File: config.mk
export PLATFORM = sky130hd
export DESIGN_NAME = lru_assoc_cache
export DESIGN_NICKNAME = d
export VERILOG_FILES = /design/src/design/lac_pkg.sv /design/src/design/lru_assoc_cache.sv /design/src/design/lac_cell.sv
export SDC_FILE = /design/constraint.sdc
export NUM_CORES = 2
export LEC_CHECK = 0
export BUFFER_PORTS_ARGS = -buffer_cell sky130_fd_sc_hd__buf_2
export CORE_UTILIZATION = 30
export DETAILED_ROUTE_END_ITERATION = 12
export GPL_TIMING_DRIVEN = 0
export SKIP_CTS_REPAIR_TIMING = 1
export SYNTH_ARGS = -nofsm -noshare
export SYNTH_HDL_FRONTEND = slang
export SYNTH_SLANG_ARGS = --single-unit
File: constraint.sdc
create_clock -name i_clk -period 23.8 [get_ports i_clk]
set_input_delay 2.38 -clock i_clk [delete_from_list [all_inputs] [get_ports i_clk]]
set_output_delay 2.38 -clock i_clk [all_outputs]
set_load 0.005 [all_outputs]
File: src/design/lac_pkg.sv
// Shared types, codes and defaults for the LRU associative cache.
`timescale 1ns / 1ps
`default_nettype none
package lac_pkg;

    localparam int SLOTS_DEF      = 16;
    localparam int KEY_BITS_DEF   = 32;
    localparam int VALUE_BITS_DEF = 32;

    localparam int KEY_IN_W   = 32;
    localparam int VALUE_IN_W = 32;
    localparam int MODE_W     = 2;
    localparam int CFG_W      = 5;
    localparam int OCC_OUT_W  = 5;
    localparam int IN_DATA_W  = 64;
    localparam int OUT_DATA_W = 40;

    localparam logic [MODE_W-1:0] MODE_GET      = 2'd0;
    localparam logic [MODE_W-1:0] MODE_PUT      = 2'd1;
    localparam logic [MODE_W-1:0] MODE_CONTAINS = 2'd2;
    localparam logic [MODE_W-1:0] MODE_CLEAR    = 2'd3;

    typedef enum logic [2:0] {
        OP_NONE,
        OP_CLEAR,
        OP_TOUCH,
        OP_FILL_FREE,
        OP_FILL_FULL,
        OP_REMOVE
    } t_cell_op;

    typedef struct packed {
        t_cell_op op;
        logic     active;
        logic     sel;
    } t_cell_ctl;

    typedef struct packed {
        logic valid;
        logic match;
        logic pick;
    } t_cell_sts;

endpackage
`default_nettype wire

File: src/design/lru_assoc_cache.sv
// Top level: fully associative LRU cache built from a row of slot cells.
// The item is held in the input register, and the result is registered in the output register.
// Throughput: one item per cycle while the result side keeps up and no removal sweep runs; the key
//   compare and rank update in all cells work on the item held in the input register.
// Writing active_slots starts a removal sweep over the SLOTS cells (one cell per cycle), no item taken.
// Reset (synchronous, active low): all slots empty, occupancy 0, active_slots = SLOTS.
`timescale 1ns / 1ps
`default_nettype none
module lru_assoc_cache #(
    parameter int SLOTS      = lac_pkg::SLOTS_DEF,
    parameter int KEY_BITS   = lac_pkg::KEY_BITS_DEF,
    parameter int VALUE_BITS = lac_pkg::VALUE_BITS_DEF
) (
    input  wire                            i_clk,
    input  wire                            i_rst_n,
    input  wire                            i_cfg_we,
    input  wire [lac_pkg::CFG_W-1:0]       i_cfg_data,      // active_slots
    input  wire                            i_s_axis_tvalid,
    output logic                           o_s_axis_tready,
    input  wire [lac_pkg::IN_DATA_W-1:0]   i_s_axis_tdata,  // key[31:0], value[63:32]
    input  wire [lac_pkg::MODE_W-1:0]      i_s_axis_tuser,  // mode[1:0]
    output logic                           o_m_axis_tvalid,
    input  wire                            i_m_axis_tready,
    output logic [lac_pkg::OUT_DATA_W-1:0] o_m_axis_tdata   // hit[0], read_value[32:1],
                                                            // evicted[33], occupancy[38:34]
);
    import lac_pkg::*;

    localparam int KEY_W = (KEY_BITS < KEY_IN_W) ? KEY_BITS : KEY_IN_W;
    localparam int VAL_W = (VALUE_BITS < VALUE_IN_W) ? VALUE_BITS : VALUE_IN_W;
    localparam int AGE_W = (SLOTS > 1) ? $clog2(SLOTS) : 1;
    localparam int CNT_W = $clog2(SLOTS + 1);
    localparam int CMP_W = (CNT_W > CFG_W) ? CNT_W : CFG_W;

    logic                 r_have;
    logic [MODE_W-1:0]    r_mode;
    logic [KEY_W-1:0]     r_key;
    logic [VAL_W-1:0]     r_val;
    logic [CNT_W-1:0]     r_act;
    logic [CNT_W-1:0]     r_occ;
    logic                 r_sweep;
    logic [AGE_W-1:0]     r_ptr;
    logic                 r_ovalid;
    logic [OUT_DATA_W-1:0] r_odata;

    logic [CNT_W-1:0]     n_act;
    logic [CNT_W-1:0]     n_occ;
    logic [CMP_W-1:0]     cfg_ext;
    logic [CMP_W-1:0]     occ_ext;

    logic                 adv;
    logic                 s_take;
    t_cell_op             op;
    logic [AGE_W-1:0]     ref_age;
    logic                 hit_any;
    logic                 pick_any;
    logic [AGE_W-1:0]     hit_age;
    logic [AGE_W-1:0]     pick_age;
    logic [VAL_W-1:0]     hit_value;
    logic                 res_hit;
    logic [VALUE_IN_W-1:0] res_value;
    logic                 res_evict;

    t_cell_ctl            cell_ctl   [SLOTS];
    t_cell_sts            cell_sts   [SLOTS];
    logic [AGE_W-1:0]     cell_age   [SLOTS];
    logic [VAL_W-1:0]     cell_value [SLOTS];
    logic [SLOTS:0]       free_seen;
    logic [SLOTS-1:0]     valid_vec;

    assign adv             = r_have && !r_sweep && (!r_ovalid || i_m_axis_tready);
    assign o_s_axis_tready = !r_sweep && (!r_have || adv);
    assign s_take          = i_s_axis_tvalid && o_s_axis_tready;
    assign free_seen[0]    = 1'b0;

    always_comb begin
        hit_any   = 1'b0;
        pick_any  = 1'b0;
        hit_age   = '0;
        pick_age  = '0;
        hit_value = '0;
        for (int i = 0; i < SLOTS; i++) begin
            hit_any  = hit_any  | cell_sts[i].match;
            pick_any = pick_any | cell_sts[i].pick;
            hit_age  = hit_age  | (cell_sts[i].match ? cell_age[i] : '0);
            pick_age = pick_age | (cell_sts[i].pick ? cell_age[i] : '0);
            hit_value = hit_value | (cell_sts[i].match ? cell_value[i] : '0);
            valid_vec[i] = cell_sts[i].valid;
        end
    end

    always_comb begin
        op      = OP_NONE;
        ref_age = '0;
        if (r_sweep) begin
            if (pick_any) begin
                op      = OP_REMOVE;
                ref_age = pick_age;
            end
        end else if (adv) begin
            unique case (r_mode)
                MODE_CLEAR: begin
                    op = OP_CLEAR;
                end
                MODE_GET: begin
                    if (hit_any) begin
                        op      = OP_TOUCH;
                        ref_age = hit_age;
                    end
                end
                MODE_CONTAINS: begin
                    op = OP_NONE;
                end
                MODE_PUT: begin
                    if (hit_any) begin
                        op      = OP_TOUCH;
                        ref_age = hit_age;
                    end else if (free_seen[SLOTS]) begin
                        op = OP_FILL_FREE;
                    end else begin
                        op      = OP_FILL_FULL;
                        ref_age = AGE_W'(r_occ - 1'b1);
                    end
                end
                default: begin
                    op = OP_NONE;
                end
            endcase
        end
    end

    always_comb begin
        n_occ = r_occ;
        unique case (op)
            OP_FILL_FREE: n_occ = r_occ + 1'b1;
            OP_REMOVE:    n_occ = r_occ - 1'b1;
            OP_CLEAR:     n_occ = '0;
            default:      n_occ = r_occ;
        endcase
        occ_ext   = CMP_W'(n_occ);
        res_hit   = (r_mode != MODE_CLEAR) && hit_any;
        res_value = ((r_mode == MODE_GET) && hit_any) ? VALUE_IN_W'(hit_value) : '0;
        res_evict = (op == OP_FILL_FULL);
    end

    always_comb begin
        cfg_ext = CMP_W'(i_cfg_data);
        if (cfg_ext == '0) begin
            n_act = CNT_W'(1);
        end else if (cfg_ext > CMP_W'(SLOTS)) begin
            n_act = CNT_W'(SLOTS);
        end else begin
            n_act = CNT_W'(cfg_ext);
        end
    end

    for (genvar g = 0; g < SLOTS; g++) begin : g_cell
        always_comb begin
            cell_ctl[g].op     = op;
            cell_ctl[g].active = CNT_W'(g) < r_act;
            cell_ctl[g].sel    = r_sweep && (r_ptr == AGE_W'(g)) && (CNT_W'(g) >= r_act);
        end

        lac_cell #(
            .KEY_W (KEY_W),
            .VAL_W (VAL_W),
            .AGE_W (AGE_W)
        ) u_cell (
            .i_clk       (i_clk),
            .i_rst_n     (i_rst_n),
            .i_ctl       (cell_ctl[g]),
            .i_key       (r_key),
            .i_value     (r_val),
            .i_ref_age   (ref_age),
            .i_free_seen (free_seen[g]),
            .o_free_seen (free_seen[g+1]),
            .o_sts       (cell_sts[g]),
            .o_age       (cell_age[g]),
            .o_value     (cell_value[g])
        );
    end

    always_ff @(posedge i_clk) begin
        if (!i_rst_n) begin
            r_have   <= 1'b0;
            r_act    <= CNT_W'(SLOTS);
            r_occ    <= '0;
            r_sweep  <= 1'b0;
            r_ptr    <= '0;
            r_ovalid <= 1'b0;
        end else begin
            if (s_take) begin
                r_have <= 1'b1;
            end else if (adv) begin
                r_have <= 1'b0;
            end

            r_occ <= n_occ;

            if (i_cfg_we) begin
                r_act   <= n_act;
                r_sweep <= 1'b1;
                r_ptr   <= '0;
            end else if (r_sweep) begin
                if (r_ptr == AGE_W'(SLOTS - 1)) begin
                    r_sweep <= 1'b0;
                end else begin
                    r_ptr <= r_ptr + 1'b1;
                end
            end

            if (adv) begin
                r_ovalid <= 1'b1;
            end else if (i_m_axis_tready) begin
                r_ovalid <= 1'b0;
            end
        end
    end

    always_ff @(posedge i_clk) begin
        if (s_take) begin
            r_mode <= i_s_axis_tuser;
            r_key  <= i_s_axis_tdata[KEY_W-1:0];
            r_val  <= i_s_axis_tdata[KEY_IN_W +: VAL_W];
        end
        if (adv) begin
            r_odata <= {1'b0, occ_ext[OCC_OUT_W-1:0], res_evict, res_value, res_hit};
        end
    end

    assign o_m_axis_tvalid = r_ovalid;
    assign o_m_axis_tdata  = r_odata;

    a_occ_matches_valid: assert property (@(posedge i_clk) disable iff (!i_rst_n)
        $countones(valid_vec) == int'(r_occ))
        else $error("occupancy count differs from valid slots");

    a_occ_within_limit: assert property (@(posedge i_clk) disable iff (!i_rst_n)
        !r_sweep |-> (r_occ <= r_act))
        else $error("occupancy above active slot limit");

    a_evict_only_on_miss: assert property (@(posedge i_clk) disable iff (!i_rst_n)
        (op == OP_FILL_FULL) |-> (!hit_any && (r_occ == r_act)))
        else $error("eviction without a full miss");

    a_no_item_in_sweep: assert property (@(posedge i_clk) disable iff (!i_rst_n)
        r_sweep |=> !$past(s_take))
        else $error("item taken during removal sweep");

endmodule
`default_nettype wire

File: src/design/lac_cell.sv
// One cache slot: valid bit, key, value and recency rank, plus the free-slot chain link.
`timescale 1ns / 1ps
`default_nettype none
module lac_cell #(
    parameter int KEY_W = 32,
    parameter int VAL_W = 32,
    parameter int AGE_W = 4
) (
    input  wire                  i_clk,
    input  wire                  i_rst_n,
    input  wire lac_pkg::t_cell_ctl i_ctl,
    input  wire [KEY_W-1:0]      i_key,
    input  wire [VAL_W-1:0]      i_value,
    input  wire [AGE_W-1:0]      i_ref_age,
    input  wire                  i_free_seen,
    output logic                 o_free_seen,
    output lac_pkg::t_cell_sts   o_sts,
    output logic [AGE_W-1:0]     o_age,
    output logic [VAL_W-1:0]     o_value
);
    import lac_pkg::*;

    logic             r_valid;
    logic [KEY_W-1:0] r_key;
    logic [VAL_W-1:0] r_value;
    logic [AGE_W-1:0] r_age;

    logic             n_valid;
    logic [KEY_W-1:0] n_key;
    logic [VAL_W-1:0] n_value;
    logic [AGE_W-1:0] n_age;

    logic match;
    logic free_here;

    assign match       = r_valid && (r_key == i_key);
    assign free_here   = !r_valid && i_ctl.active;
    assign o_free_seen = i_free_seen || free_here;

    assign o_sts.valid = r_valid;
    assign o_sts.match = match;
    assign o_sts.pick  = i_ctl.sel && r_valid;
    assign o_age       = r_age;
    assign o_value     = r_value;

    always_comb begin
        n_valid = r_valid;
        n_key   = r_key;
        n_value = r_value;
        n_age   = r_age;
        unique case (i_ctl.op)
            OP_NONE: begin
            end
            OP_CLEAR: begin
                n_valid = 1'b0;
            end
            OP_TOUCH: begin
                if (match) begin
                    n_age = '0;
                end else if (r_valid && (r_age < i_ref_age)) begin
                    n_age = r_age + 1'b1;
                end
            end
            OP_FILL_FREE: begin
                if (free_here && !i_free_seen) begin
                    n_valid = 1'b1;
                    n_key   = i_key;
                    n_value = i_value;
                    n_age   = '0;
                end else if (r_valid) begin
                    n_age = r_age + 1'b1;
                end
            end
            OP_FILL_FULL: begin
                if (r_valid && (r_age == i_ref_age)) begin
                    n_key   = i_key;
                    n_value = i_value;
                    n_age   = '0;
                end else if (r_valid) begin
                    n_age = r_age + 1'b1;
                end
            end
            OP_REMOVE: begin
                if (i_ctl.sel && r_valid) begin
                    n_valid = 1'b0;
                end else if (r_valid && (r_age > i_ref_age)) begin
                    n_age = r_age - 1'b1;
                end
            end
            default: begin
            end
        endcase
    end

    always_ff @(posedge i_clk) begin
        if (!i_rst_n) begin
            r_valid <= 1'b0;
        end else begin
            r_valid <= n_valid;
        end
    end

    always_ff @(posedge i_clk) begin
        r_key   <= n_key;
        r_value <= n_value;
        r_age   <= n_age;
    end

endmodule
`default_nettype wire

==> impl_metrics.json <==
{
  "dr.pass1.iters": 9,
  "final_common_cell": "edfxtp_1",
  "pin_count": 118,
  "wirelength_um": 195000,
  "min_period_ns": 9.497,
  "drv_cap": 1,
  "power_density_nw_per_um2": 72.89,
  "first_global_vias": 33070,
  "yosysSeqAreaShare_pct": 68.54,
  "max_freq_mhz": 105.3,
  "comb_power_share_pct": 3.7,
  "syn_area_per_cell_um2": 14.82,
  "crit_type": "flop to flop",
  "hold_viol": 0,
  "rows": 154,
  "reg2reg_slack_ns": 14.30,
  "grt.overflow.total": 0,
  "syn_nets": 3770,
  "cts_buffers": 117,
  "die_x_um": 423.2,
  "critPathArrivalTime_ns": 9.93,
  "grt_max_degree": 48,
  "irDropWorstVdd_uv": 61.65,
  "io_buffer_count": 115,
  "cts_max_level": 3,
  "hp-class": "flop to flop",
  "clk_path_buf_depth": 3,
  "setup_viol": 0,
  "final_core_util_pct": 35.11,
  "gp_congestion": 1.011,
  "clkLatencyLatePin_ns": 0.79,
  "synthCells": 3592,
  "cts_tree": "built",
  "drive_gt1_share_pct": 12.23,
  "ys_ff_latch": 1226,
  "critPathMaxFanout": 30,
  "wl_per_cell_um": 30.86,
  "final_cell_mix": "1193 x edfxtp_1, 450 x xor2_1, 154 x buf_2, 148 x clkbuf_1",
  "synth_area_um2": 53230,
  "synth_edf_count": 1193,
  "drv_slew": 11,
  "grtUsageTotal_pct": 21.14,
  "synth-async-reset-ratio_pct": 0,
  "switching_share_pct": 22.53,
  "p_leak_nw": 19.75,
  "ys_types": 81,
  "antenna_found_initial": 12,
  "whs_path_depth": 2,
  "rsz0062_at_grt": "false",
  "ant_nets": 0,
  "drtIter0Drc": 5721,
  "r2r_start": "r_key[13]",
  "max_slew_margin_pct": -4.411,
  "critPathRequiredTime_ns": 24.23,
  "ys.flop_type": "edfxtp_1",
  "grt_pass1_wl_um": 266600,
  "p_sw_mw": 1.015,
  "core_area_um2": 176100,
  "design_area_um2": 61830,
  "violations": "capacitance limit, slew limit",
  "vias": 35510,
  "ff2ff_path_depth": 19,
  "yosysWarnings": 0,
  "fp.dieH_um": 423.2,
  "postPlaceCellArea_um2": 57950,
  "dpl.hpwl_um": 126400,
  "intPower_mw": 3.491,
  "hold_end": "o_m_axis_tvalid",
  "clock-sinks": 1226,
  "start_util_pct": 30.22,
  "pwr-share-seq_pct": 54.3,
  "status": "complete, but fails checks",
  "r2r-end": "g_cell[11].u_cell.r_key[27]",
  "period_share_pct": 39.90,
  "clock_power_share_pct": 42.0,
  "cts_root_buf": "clkbuf_16",
  "worstSetupEndpointType": "flop",
  "finClkSkew_ns": 0.06853,
  "nets": 4052,
  "hp-start": "r_have",
  "die-area_um2": 179100,
  "drc": 0,
  "worst_pin_slew_ns": 1.566,
  "setup_tns_ns": 0,
  "cp-start-kind": "flop",
  "routed_via_density": 5.619,
  "path_clk_slew_ns": 0.06,
  "area_growth_pct": 16.16
}
-- cell families (layout without fill, tap and decap cells) --
logic type	count (synthesis)	after routing	synth area share, %
buffers and inverters	293	674	2.654
AO/OA/AOI/OAI	732	732	10.12
adder cells (fa/ha/maj)	102	102	2.398
AND/OR/NAND/NOR	692	692	7.263
XOR/XNOR	536	536	8.819
flip-flops	1226	1226	68.54
other	1	7	0.007045
multiplexers	10	10	0.1951
-- critical path, stage by stage, from the launching register on --
cell and delay (ns):
edfxtp_1 1.15, buf_4 0.38, buf_6 0.28, xor2_1 0.10, nor4_1 0.94, nand4_1 0.27, nor4_2 0.79, clkbuf_1 1.02
buf_1 0.96, a22o_1 0.24, a221oi_1 0.05, a31oi_1 0.32, nor2_4 0.24, ha_1 0.36, and4_1 0.26, nand3_1 0.12
and3_1 0.29, nor2_4 0.74, buf_12 0.31, buf_12 0.25
-- synth_stat cells (59+ instances only) --
cell type     n  area share (%)
xnor2_1      86             1.4
a22o_1      114             1.9
nor3_1       71            0.67
nand2_1     103            0.73
a221oi_1    113             1.9
xor2_1      450             7.4
nor2_1       90            0.63
inv_1        60            0.42
a31oi_1      61            0.72
clkbuf_1    131            0.92
ha_1        102             2.4
a22oi_1      92             1.3
edfxtp_1   1193              67
and3_1       59            0.69
o21ai_0      81            0.76
a21oi_1      89            0.84
nor4_1      119             1.4
-- per-stage QoR --
stage / std cells / power, mW / hold WS (ns) / setup slack, ns
2_1_floorplan: 3592 / 2.560 / 0.4707 / 14.29
3_3_place_gp: 6047 / 2.653 / 0.4915 / 6.000
3_5_place_dp: 6094 / 2.658 / 0.4985 / 14.46
4_1_cts: 6312 / 4.524 / 0.5091 / 14.42
5_1_grt: 6314 / 4.614 / 0.5403 / 14.28
6_report: 6319 / 4.507 / 0.5076 / 14.30
-- sequential cells by signal (all words and copies together) (netlist names) --
| name | cells |
|---|---|
| g_cell.u_cell.o_value | 512 |
| g_cell.u_cell.r_key | 512 |
| g_cell.u_cell.o_age | 64 |
| o_m_axis_tdata | 39 |
| r_key | 32 |
| r_val | 32 |
| g_cell.u_cell.r_valid | 16 |
| r_act | 5 |
| r_occ | 5 |
| r_ptr | 4 |
| r_mode | 2 |
| o_m_axis_tvalid | 1 |
| r_have | 1 |
| r_sweep | 1 |
-- power groups by stage --
stage          sequential [mW]  clock, mW  combinational [mW]
2_1_floorplan             2.46          0              0.0982
3_3_place_gp              2.49          0               0.159
3_5_place_dp              2.49          0               0.165
4_1_cts                   2.45       1.91               0.166
5_1_grt                   2.45       1.99               0.177
6_report                  2.45       1.89               0.166
-- final cells by class --
cell class / instances / area [um^2]
diodes: 6 / 15.01
plain buffers: 233 / 1194
clock buffers: 137 / 3003
clock inverters: 81 / 837.1
fillers: 16850 / 114300
inverters: 60 / 225.2
multi-input cells: 2073 / 15530
flip-flops and latches: 1226 / 36490
well taps: 2340 / 2928
repair buffers: 163 / 1615
-- per-layer routing --
layer,GRT usage [%],vias to the layer above,share of wire [%]
met5,0,-,0.0041
met4,9.013,2,4.6
met3,4.335,438,11
met2,32.97,2364,45
met1,28.45,18070,40
li1,-,14640,-
-- worst max-delay path by stage --
| stage | startpoint | cells past startpoint | to |
|---|---|---|---|
| 6_report | r_key[13] | 19 | g_cell[11].u_cell.r_key[27] |
| 5_1_grt | r_key[27] | 18 | g_cell[11].u_cell.r_key[27] |
| 4_1_cts | r_key[11] | 18 | g_cell[11].u_cell.r_key[10] |
| 3_5_place_dp | r_key[11] | 18 | g_cell[11].u_cell.r_key[10] |
| 3_3_place_gp | i_m_axis_tready | 17 | g_cell[7].u_cell.o_value[13] |
| 2_1_floorplan | i_m_axis_tready | 16 | g_cell[7].u_cell.o_value[0] |
Power figures use the tool's default switching activity.
